===== src/design/drt_pkg.sv =====
package drt_pkg;

  localparam int unsigned MaxRegions = 16;
  localparam int unsigned IdxW       = $clog2(MaxRegions);
  localparam int unsigned CntW       = $clog2(MaxRegions + 1);

  typedef enum logic [2:0] {
    OcAppended = 3'd0,
    OcCovered  = 3'd1,
    OcReplaced = 3'd2,
    OcFull     = 3'd3,
    OcFlushed  = 3'd4,
    OcEmpty    = 3'd5
  } outcome_e;

  typedef enum logic [1:0] {
    StIdle,
    StScan,
    StFlush
  } state_e;

  typedef enum logic {
    ModeMark  = 1'b0,
    ModeFlush = 1'b1
  } mode_e;

  typedef struct packed {
    logic [15:0] x;
    logic [15:0] y;
    logic [15:0] w;
    logic [15:0] h;
  } rect_t;

  typedef struct packed {
    logic        mode;
    logic [15:0] rect_x;
    logic [15:0] rect_y;
    logic [15:0] rect_w;
    logic [15:0] rect_h;
  } item_t;

  typedef struct packed {
    outcome_e    outcome;
    logic [15:0] out_x;
    logic [15:0] out_y;
    logic [15:0] out_w;
    logic [15:0] out_h;
    logic        last;
  } result_t;

  // both containment directions for one stored entry against the request
  typedef struct packed {
    logic entry_holds_req;
    logic req_holds_entry;
  } hold_t;

endpackage


===== src/design/dirty_rectangle_tracker.sv =====
// Dirty rectangle tracker. Holds an ordered table of up to 16 screen
// rectangles. A transaction is taken when start is high and busy is low.
// A mark (mode 0) returns one status result: table full, already covered
// by a stored entry, replaced a stored entry it covers, or appended. A
// flush (mode 1) returns every stored entry in order with last set on the
// final one, or a single empty result, and then clears the table. Results
// come out of a register: each is shown on result_o for exactly one cycle
// with result_valid_o high, and the receiver cannot hold them off, so it
// must take every strobed cycle. Sequencing: a mark on an empty or full
// table and a flush of an empty table are settled in the accept cycle and
// never raise busy. Otherwise the block stays busy while it visits the
// stored entries in order, since the single containment compare unit and
// the table's one registered read port handle one entry per cycle: a mark
// stops at the first hit or at the last stored entry; a flush visits every
// stored entry and streams one result per cycle. The first (or only)
// result appears the cycle after the entry it reports is examined.
module dirty_rectangle_tracker (
  input  logic             clk_i,
  input  logic             rst_ni,
  input  logic             start,
  output logic             busy,
  input  drt_pkg::item_t   item_i,
  output logic             result_valid_o,
  output drt_pkg::result_t result_o
);

  drt_pkg::state_e             state_q, state_d;
  logic [drt_pkg::IdxW-1:0]    idx_q, idx_d;
  logic [drt_pkg::CntW-1:0]    count_q, count_d;
  drt_pkg::rect_t              req_q;
  drt_pkg::result_t            res_q, res_d;
  logic                        res_valid_q, emit;

  logic                        wr_en;
  logic [drt_pkg::IdxW-1:0]    wr_addr, rd_addr;
  drt_pkg::rect_t              wr_data, rd_data, in_rect;
  drt_pkg::hold_t              hold;
  logic                        accept, at_end;

  assign in_rect = '{x: item_i.rect_x, y: item_i.rect_y,
                     w: item_i.rect_w, h: item_i.rect_h};
  assign accept  = start && (state_q == drt_pkg::StIdle);
  // entry under compare is the last stored one
  assign at_end  = ({1'b0, idx_q} + drt_pkg::CntW'(1)) == count_q;

  drt_table u_table (
    .clk_i     (clk_i),
    .wr_en_i   (wr_en),
    .wr_addr_i (wr_addr),
    .wr_data_i (wr_data),
    .rd_addr_i (rd_addr),
    .rd_data_o (rd_data)
  );

  drt_contain u_contain (
    .entry_i (rd_data),
    .req_i   (req_q),
    .hold_o  (hold)
  );

  // Sequencer: read address runs one entry ahead of the compare.
  always_comb begin
    state_d = state_q;
    idx_d   = idx_q;
    count_d = count_q;
    wr_en   = 1'b0;
    wr_addr = count_q[drt_pkg::IdxW-1:0];
    wr_data = req_q;
    rd_addr = idx_q + drt_pkg::IdxW'(1);
    emit    = 1'b0;
    res_d   = '{outcome: drt_pkg::OcEmpty, out_x: '0, out_y: '0,
                out_w: '0, out_h: '0, last: 1'b1};

    case (state_q)
      drt_pkg::StIdle: begin
        rd_addr = '0;
        idx_d   = '0;
        if (accept) begin
          if (item_i.mode == drt_pkg::ModeFlush) begin
            if (count_q == '0) begin
              emit = 1'b1;
            end else begin
              state_d = drt_pkg::StFlush;
            end
          end else if (count_q >= drt_pkg::CntW'(drt_pkg::MaxRegions)) begin
            emit          = 1'b1;
            res_d.outcome = drt_pkg::OcFull;
          end else if (count_q == '0) begin
            // nothing to scan: append straight into slot 0
            wr_en         = 1'b1;
            wr_data       = in_rect;
            count_d       = drt_pkg::CntW'(1);
            emit          = 1'b1;
            res_d.outcome = drt_pkg::OcAppended;
            res_d.out_x   = in_rect.x;
            res_d.out_y   = in_rect.y;
            res_d.out_w   = in_rect.w;
            res_d.out_h   = in_rect.h;
          end else begin
            state_d = drt_pkg::StScan;
          end
        end
      end

      drt_pkg::StScan: begin
        idx_d = idx_q + drt_pkg::IdxW'(1);
        if (hold.entry_holds_req) begin
          emit          = 1'b1;
          res_d.outcome = drt_pkg::OcCovered;
          res_d.out_x   = rd_data.x;
          res_d.out_y   = rd_data.y;
          res_d.out_w   = rd_data.w;
          res_d.out_h   = rd_data.h;
          state_d       = drt_pkg::StIdle;
        end else if (hold.req_holds_entry || at_end) begin
          wr_en         = 1'b1;
          emit          = 1'b1;
          res_d.outcome = drt_pkg::OcAppended;
          res_d.out_x   = req_q.x;
          res_d.out_y   = req_q.y;
          res_d.out_w   = req_q.w;
          res_d.out_h   = req_q.h;
          state_d       = drt_pkg::StIdle;
          if (hold.req_holds_entry) begin
            wr_addr       = idx_q;
            res_d.outcome = drt_pkg::OcReplaced;
          end else begin
            count_d = count_q + drt_pkg::CntW'(1);
          end
        end
      end

      drt_pkg::StFlush: begin
        idx_d         = idx_q + drt_pkg::IdxW'(1);
        emit          = 1'b1;
        res_d.outcome = drt_pkg::OcFlushed;
        res_d.out_x   = rd_data.x;
        res_d.out_y   = rd_data.y;
        res_d.out_w   = rd_data.w;
        res_d.out_h   = rd_data.h;
        res_d.last    = at_end;
        if (at_end) begin
          count_d = '0;
          state_d = drt_pkg::StIdle;
        end
      end

      default: begin
        state_d = drt_pkg::StIdle;
      end
    endcase
  end

  always_ff @(posedge clk_i or negedge rst_ni) begin
    if (!rst_ni) begin
      state_q     <= drt_pkg::StIdle;
      idx_q       <= '0;
      count_q     <= '0;
      res_valid_q <= 1'b0;
    end else begin
      state_q     <= state_d;
      idx_q       <= idx_d;
      count_q     <= count_d;
      res_valid_q <= emit;
    end
  end

  // payload registers
  always_ff @(posedge clk_i) begin
    if (accept) begin
      req_q <= in_rect;
    end
    if (emit) begin
      res_q <= res_d;
    end
  end

  assign busy           = (state_q != drt_pkg::StIdle);
  assign result_valid_o = res_valid_q;
  assign result_o       = res_q;

`ifndef SYNTHESIS
  a_count_bound: assert property (@(posedge clk_i) disable iff (!rst_ni)
    count_q <= drt_pkg::CntW'(drt_pkg::MaxRegions))
    else $error("entry count beyond table size");

  a_done_emits: assert property (@(posedge clk_i) disable iff (!rst_ni)
    $fell(busy) |-> result_valid_o)
    else $error("busy dropped without a result");

  a_flush_stream: assert property (@(posedge clk_i) disable iff (!rst_ni)
    result_valid_o && !result_o.last |=> result_valid_o)
    else $error("flush stream broken");

  a_notlast_flush: assert property (@(posedge clk_i) disable iff (!rst_ni)
    result_valid_o && !result_o.last |-> result_o.outcome == drt_pkg::OcFlushed)
    else $error("non-final result that is not a flushed entry");

  a_full_refused: assert property (@(posedge clk_i) disable iff (!rst_ni)
    start && !busy && (item_i.mode == drt_pkg::ModeMark) &&
    (count_q == drt_pkg::CntW'(drt_pkg::MaxRegions))
    |=> result_valid_o && (result_o.outcome == drt_pkg::OcFull) &&
        $stable(count_q))
    else $error("mark on full table not refused");
`endif

endmodule


===== src/design/drt_table.sv =====
module drt_table (
  input  logic                     clk_i,
  input  logic                     wr_en_i,
  input  logic [drt_pkg::IdxW-1:0] wr_addr_i,
  input  drt_pkg::rect_t           wr_data_i,
  input  logic [drt_pkg::IdxW-1:0] rd_addr_i,
  output drt_pkg::rect_t           rd_data_o
);

  drt_pkg::rect_t mem_q [drt_pkg::MaxRegions];
  drt_pkg::rect_t rd_data_q;

  always_ff @(posedge clk_i) begin
    if (wr_en_i) begin
      mem_q[wr_addr_i] <= wr_data_i;
    end
  end

  always_ff @(posedge clk_i) begin
    rd_data_q <= mem_q[rd_addr_i];
  end

  assign rd_data_o = rd_data_q;

endmodule


===== src/design/drt_contain.sv =====
module drt_contain (
  input  drt_pkg::rect_t entry_i,
  input  drt_pkg::rect_t req_i,
  output drt_pkg::hold_t hold_o
);

  // 17-bit edge sums, never wrap
  logic [16:0] e_right, e_bottom, r_right, r_bottom;

  assign e_right  = {1'b0, entry_i.x} + {1'b0, entry_i.w};
  assign e_bottom = {1'b0, entry_i.y} + {1'b0, entry_i.h};
  assign r_right  = {1'b0, req_i.x} + {1'b0, req_i.w};
  assign r_bottom = {1'b0, req_i.y} + {1'b0, req_i.h};

  assign hold_o.entry_holds_req = (entry_i.x <= req_i.x) && (entry_i.y <= req_i.y) &&
                                  (e_right >= r_right) && (e_bottom >= r_bottom);
  assign hold_o.req_holds_entry = (req_i.x <= entry_i.x) && (req_i.y <= entry_i.y) &&
                                  (r_right >= e_right) && (r_bottom >= e_bottom);

endmodule


===== config.mk =====
export PLATFORM = sky130hd
export DESIGN_NAME = dirty_rectangle_tracker
export DESIGN_NICKNAME = d
export VERILOG_FILES = /design/src/design/drt_pkg.sv /design/src/design/dirty_rectangle_tracker.sv /design/src/design/drt_table.sv /design/src/design/drt_contain.sv
export SDC_FILE = /design/constraint.sdc
export NUM_CORES = 2
export LEC_CHECK = 0
export CORE_MARGIN = 4
export CORE_UTILIZATION = 64
export CTS_BUF_LIST = sky130_fd_sc_hd__clkbuf_16
export CTS_CLUSTER_SIZE = 28
export DETAILED_ROUTE_END_ITERATION = 16
export DONT_BUFFER_PORTS = 1
export HOLD_SLACK_MARGIN = 0.03
export PLACE_DENSITY = 0.8
export SYNTH_ARGS = -nofsm -noshare
export SYNTH_HDL_FRONTEND = slang
export SYNTH_SLANG_ARGS = --single-unit

===== constraint.sdc =====
create_clock -name clk_i -period 10.1 [get_ports clk_i]
set_input_delay 0.505 -clock clk_i [delete_from_list [all_inputs] [get_ports clk_i]]
set_output_delay 0.505 -clock clk_i [all_outputs]
set_load 0.03 [all_outputs]

# Word-level counts from Yosys, hierarchy flattened
# Memory sizes are Yosys's and may differ from the RTL's. A register that Yosys moved wholly into a read port is not among the register bits.
# Cells that the tools add are included.
# totals
ff_bits,144
mem_bits_rw,1024
input_bits,68
out_inout_bits,70
word_cells,113
n_memories,1
# mem_list
memory,depth,word_bits,read_ports,rd_clocked_by_memory_dff,write_ports,line,text
u_table.mem_q,16,64,1,1,1,drt_table.sv:10,drt_pkg::rect_t mem_q [drt_pkg::MaxRegions];
# op_classes
addsub,7
magnitude_cmp,9
eq_ne,14
muxes,52
reduce_logical,16
# ops
operator,n
64-bit two-way mux,6
67-bit two-way mux,5
67-bit one-hot mux with 3 select lines,1
16-bit by 16-bit adder with 17-bit output,4
17-bit >= comparator,4
16-bit <= comparator,4
5-bit two-way mux,8
4-bit two-way mux,5
2-bit two-way mux,9
2-bit != test (second input constant),8
5-bit one-hot mux with 3 select lines,1
1-bit two-way mux,12
9-bit AND reduction,1
4-bit one-hot mux with 2 select lines,1
1-bit logical AND,7
3-bit != test (second input constant),2
2-bit one-hot mux with 3 select lines,1
4-bit by 1-bit adder with 5-bit output (second input constant),1
5-bit by 1-bit adder with 5-bit output (second input constant),1
5-bit equality test,1
5-bit >= comparator (second input constant),1
5-bit logical NOT,1
5-bit AND reduction,1
4-bit by 1-bit adder with 4-bit output (second input constant),1
other kinds (11),12

# Longest topological paths before layout
# depth
ltp_word,10
ltp_mapped,23
mapped_depth_nobuf,20

# Modules after synthesis
# From an unflattened synthesis, not the netlist that was laid out.
# hier_totals
cells_unflattened,2866
area_unflattened_um2,51216.6
# modules_own_cells
mod,n_inst,cells_each,area_each_um2,seq_area_each_um2
drt_table,1,1647,39581.7,32030.7
dirty_rectangle_tracker,1,623,7073.0,4264.1
drt_contain,1,596,4561.9,0.0

# Least setup slack after synthesis
# Ideal clock, no wire load.
# synth_path
path_type,reg2reg
from,register req_q[34] (netlist bit)
to,"memory u_table.mem_q[13][0] (netlist bit), enable pin"
setup_ns,0.514
arrival_ns,7.688
required_time_ns,9.586
slack_ns,1.898
path_stages_with_launch,21
n_path_buf,2
period_less_slack_ns,8.202
path_cell_list,edfxtp_1 ha_1 nand2_1 a2bb2oi_1 a2111oi_0 nor2_1 a211o_1 o311ai_0 nor4_1 a311oi_1 ha_1 a21oi_1 nand2_1 a21oi_1 o21ai_0 o221ai_2 o21a_1 buf_2 buf_1 nand4_1 a22oi_1
# synth_via
elab_chain_cells,10
elab_cells_between_ends,21
classes_between,1 x add/sub; 4 x order compare; 9 x mux; 7 x reduce/logical
# synth_lines
item,line,text
start: declaration,dirty_rectangle_tracker.sv:30,drt_pkg::rect_t req_q;
start signal: assignment,dirty_rectangle_tracker.sv:171,req_q <= in_rect;
branches (longest 10 deep; another with 16-bit by 16-bit adder with 17-bit output),--,
end: declaration,drt_table.sv:10,
# Parallel ways; which one is timed is not known.

# Worst setup path in the final report
# layout_path
from,register req_q[34] (netlist bit)
to,"memory u_table.mem_q[8][19] (netlist bit), enable pin"
# Same word-level chain as after synthesis.

==> metrics.csv <==
stage,metric,value,unit
outcome,status,finished clean,
route,DRT Pass-1 Iters,7,
setup_path,Crit Path Category,flip-flop to flip-flop,
layout,share of post-route cells with drive strength above 1,8.79,%
clock_network,Clock Sinks,1232,
route,initial DRC count,3875,
clock_network,clock latency on the worst-skew pair,0.69,ns
setup_path,"Cell Chain, Critical Path",ha_1 -> nand2_1 -> a2bb2oi_1 -> a2111oi_0 -> nor2_1 -> a211o_1 -> o311ai_0 -> nor4_1 -> a311oi_1 -> ha_1 -> a21oi_1 -> nand2_1 -> a21oi_1 -> o21ai_0 -> o21a_1 -> nor3_2 -> nand4b_1 -> a22oi_2 -> buf_12,
layout,fillers,4952,
clock_network,TritonCTS Buffers,117,
yosys,Syn Inst Count,3580,
clock_network,post-cts gate resize count,0,
placement,GP Congestion,0.977,
grt,first-pass GRT wire length,210000,um
route,WL met1,52400,um
placement,DP Area,53700,um2
yosys,Post-Syn Nets,3790,
yosys,leading cell type by number of instances after synthesis,edfxtp_1,
setup_path,worst-path fanout max,51,
grt,largest net degree at the start of global routing,148,
yosys,Async SR Flop Fraction,0.974,%
yosys,Synth area leader,edfxtp_1,
route,uppermost layer routed,met5,
placement,Post-DP HPWL,84100,um
floorplan,DIE AREA,86600,um2
timing,fmax,132,MHz
power_and_ir_drop,leakage power,19.7,nW
grt,GRT overflow,0,
floorplan,Core Footprint,80900,um2
setup_path,CP peak stage delay,0.99,ns
placement,Post-Place Worst Slack,2.75,ns
placement,port bufs,0,
layout,Syn-to-layout area delta,10.7,%
floorplan,io pins,138,
setup_path,Crit-path slowest cell,a22oi_2,
floorplan,Die Span Y,294,um
yosys,synth top area cells,"edfxtp_1, mux2i_1, nand2_1",
route,Routed WL,144000,um
clock_network,Root Buffer,clkbuf_16,
timing,endpoints failing setup,0,
grt,vias in the first global route,32300,
setup_path,Critical Path RT,10.43,ns
clock_network,clk slew on worst S/H paths,0.07,ns
yosys,average size of a mapped cell,14.7,um2
timing,final period utilization,75.0,%
timing,unrepaired setup endpoints after global routing,no,
floorplan,initial core utilization,64.8,%
layout,final cell count without fillers,4787,
yosys,YS warnings,0,
timing,worst slew pin tran,1.28,ns
power_and_ir_drop,Pwr Total,18.2,mW
floorplan,Die X-Extent,294,um
timing,hold_ws,0.0944,ns
yosys,Yosys cell types,71,
layout,nets,3830,
clock_network,H-tree levels,3,
timing,Worst Clk Skew,0.0226,ns
setup_path,Worst Path Arrival,7.90,ns
timing,setup TNS,0,ns
route,WL per Instance,30.0,um
run,max-cap check violation count,0,
clock_network,CTS tree,done,
yosys,Main synth FF type,edfxtp_1,
yosys,sequential area share after synthesis,69.2,%
yosys,Seq cells post-synth,1232,
layout,Util after Layout,71.8,%
power_and_ir_drop,Pwr Density,314,nW/um2
yosys,Synth Cell Area,52500,um2
floorplan,Rows,104,
timing,"Hold Vio Cnt, Final",0,
yosys,Post-synth EDFFs,1156,
timing,Slew Limit Fails,0,
grt,GRT Util Overall,33.0,%
yosys,share of Yosys cell area claimed by the top area cell type,66.2,%
timing,Worst slew margin,14.4,%
power_and_ir_drop,worst vdd ir,0.387,mV
timing,Tmin final,7.58,ns
min_path,Worst Hold Class,primary input to flip-flop,
grt,antenna violations before repair,5,
placement,placed cell count,4496,
yosys,list of most frequent post-synthesis cells,"edfxtp_1, nand2_1, mux2i_1",
route,met2 routed WL,67400,um
route,Via-to-Cell Ratio,6.89,
setup_path,Worst Setup Start Kind,flip-flop,
route,met3 wire length,16500,um
layout,Final Cell Area,58100,um2
timing,Final WS setup,2.52,ns
route,via count,33000,
clock_network,Max Root-Sink Buffers,3,
route,Post-DRT Antenna Nets,0,
route,DR DRC count,0,
setup_path,endpoint class of the critical path,flip-flop,
layout make-up:
class,count,area [um2],share of cell area [%]
clock buffer,120,3000,5.17
inverter,77,290,0.500
sequential,1232,36300,62.5
timing repair buffer,125,1190,2.05
multi-input combinational,2067,15200,26.2
clock inverter,101,718,1.24
tap,1060,1330,2.28
antenna,5,12.5,0.0215
cell usage in the layout, fill, tap and decap left out, types with 32 or more instances in the layout:
cell,instances
a32oi_1,64
o21ai_0,42
nor2_1,67
dfxtp_1,64
inv_1,111
a311oi_1,66
nand2_1,494
clkbuf_16,120
buf_4,53
mux4_2,66
a31oi_1,77
xnor2_1,32
ha_1,137
a211oi_1,194
edfxtp_1,1156
nor2b_1,134
a21oi_1,177
nor3_1,39
dlygate4sd3_1,65
mux2i_1,254
cell families after synthesis:
group	Yosys count	synth area share (%)
AOI/OAI and AO/OA	731	9.72
xor gates and xnor gates	50	0.863
and+or+nand+nor	822	7.00
adders and majority gates	142	3.44
DFF	1232	69.2
muxes	322	7.72
buffers and inverters	281	2.07
worst paths after layout:
check                                              start                             end  slack, ns  cells past startpoint
min in group asynchronous                         rst_ni          state_q[0]$_DFFE_PN0P_       0.28                      1
hold / removal                                 item_i[1]           result_o[2]$_DFFE_PP_       0.09                      2
setup / recovery                     req_q[34]$_DFFE_PP_  u_table.mem_q[8][19]$_DFFE_PP_       2.52                     19
max in group asynchronous                         rst_ni            idx_q[0]$_DFFE_PN0P_       9.35                      1
hold reg to reg            u_table.rd_data_o[48]$_DFF_P_          result_o[49]$_DFFE_PP_       0.69                      2
setup reg to reg                     req_q[34]$_DFFE_PP_  u_table.mem_q[8][19]$_DFFE_PP_       2.52                     19
report_power, final:
| group | internal, mW | switching, mW |
|---|---|---|
| Sequential | 6.56 | 0.820 |
| Clock | 2.34 | 1.89 |
| Combinational | 2.32 | 4.31 |
flip-flops by register name, summed over array words and instances, names as in the netlist:
signal,cells
u_table.mem_q,1024
result_o,68
req_q,64
u_table.rd_data_o,64
count_q,5
idx_q,4
state_q,2
result_valid_o,1
metal layers:
| layer | up-vias | global-route usage, % |
|---|---|---|
| li1 | 14000 | - |
| met1 | 16300 | 44.0 |
| met2 | 2194 | 52.9 |
| met3 | 449 | 7.08 |
| met4 | 8 | 15.4 |
| met5 | - | 0 |
worst max-delay path, delay by kind of cell (launching register included):
kind,cells,cell delay (ns)
flops,1,0.45
simple gates,6,1.52
compound gates,10,4.05
fa+ha+maj,2,0.70
buf+inv,1,0.44
what timing repair did:
action                    CTS  global route
hold buffers               65             0
setup buffers               0             0
hold endpoints to repair   76             0
Power figures use the tool's default switching activity.
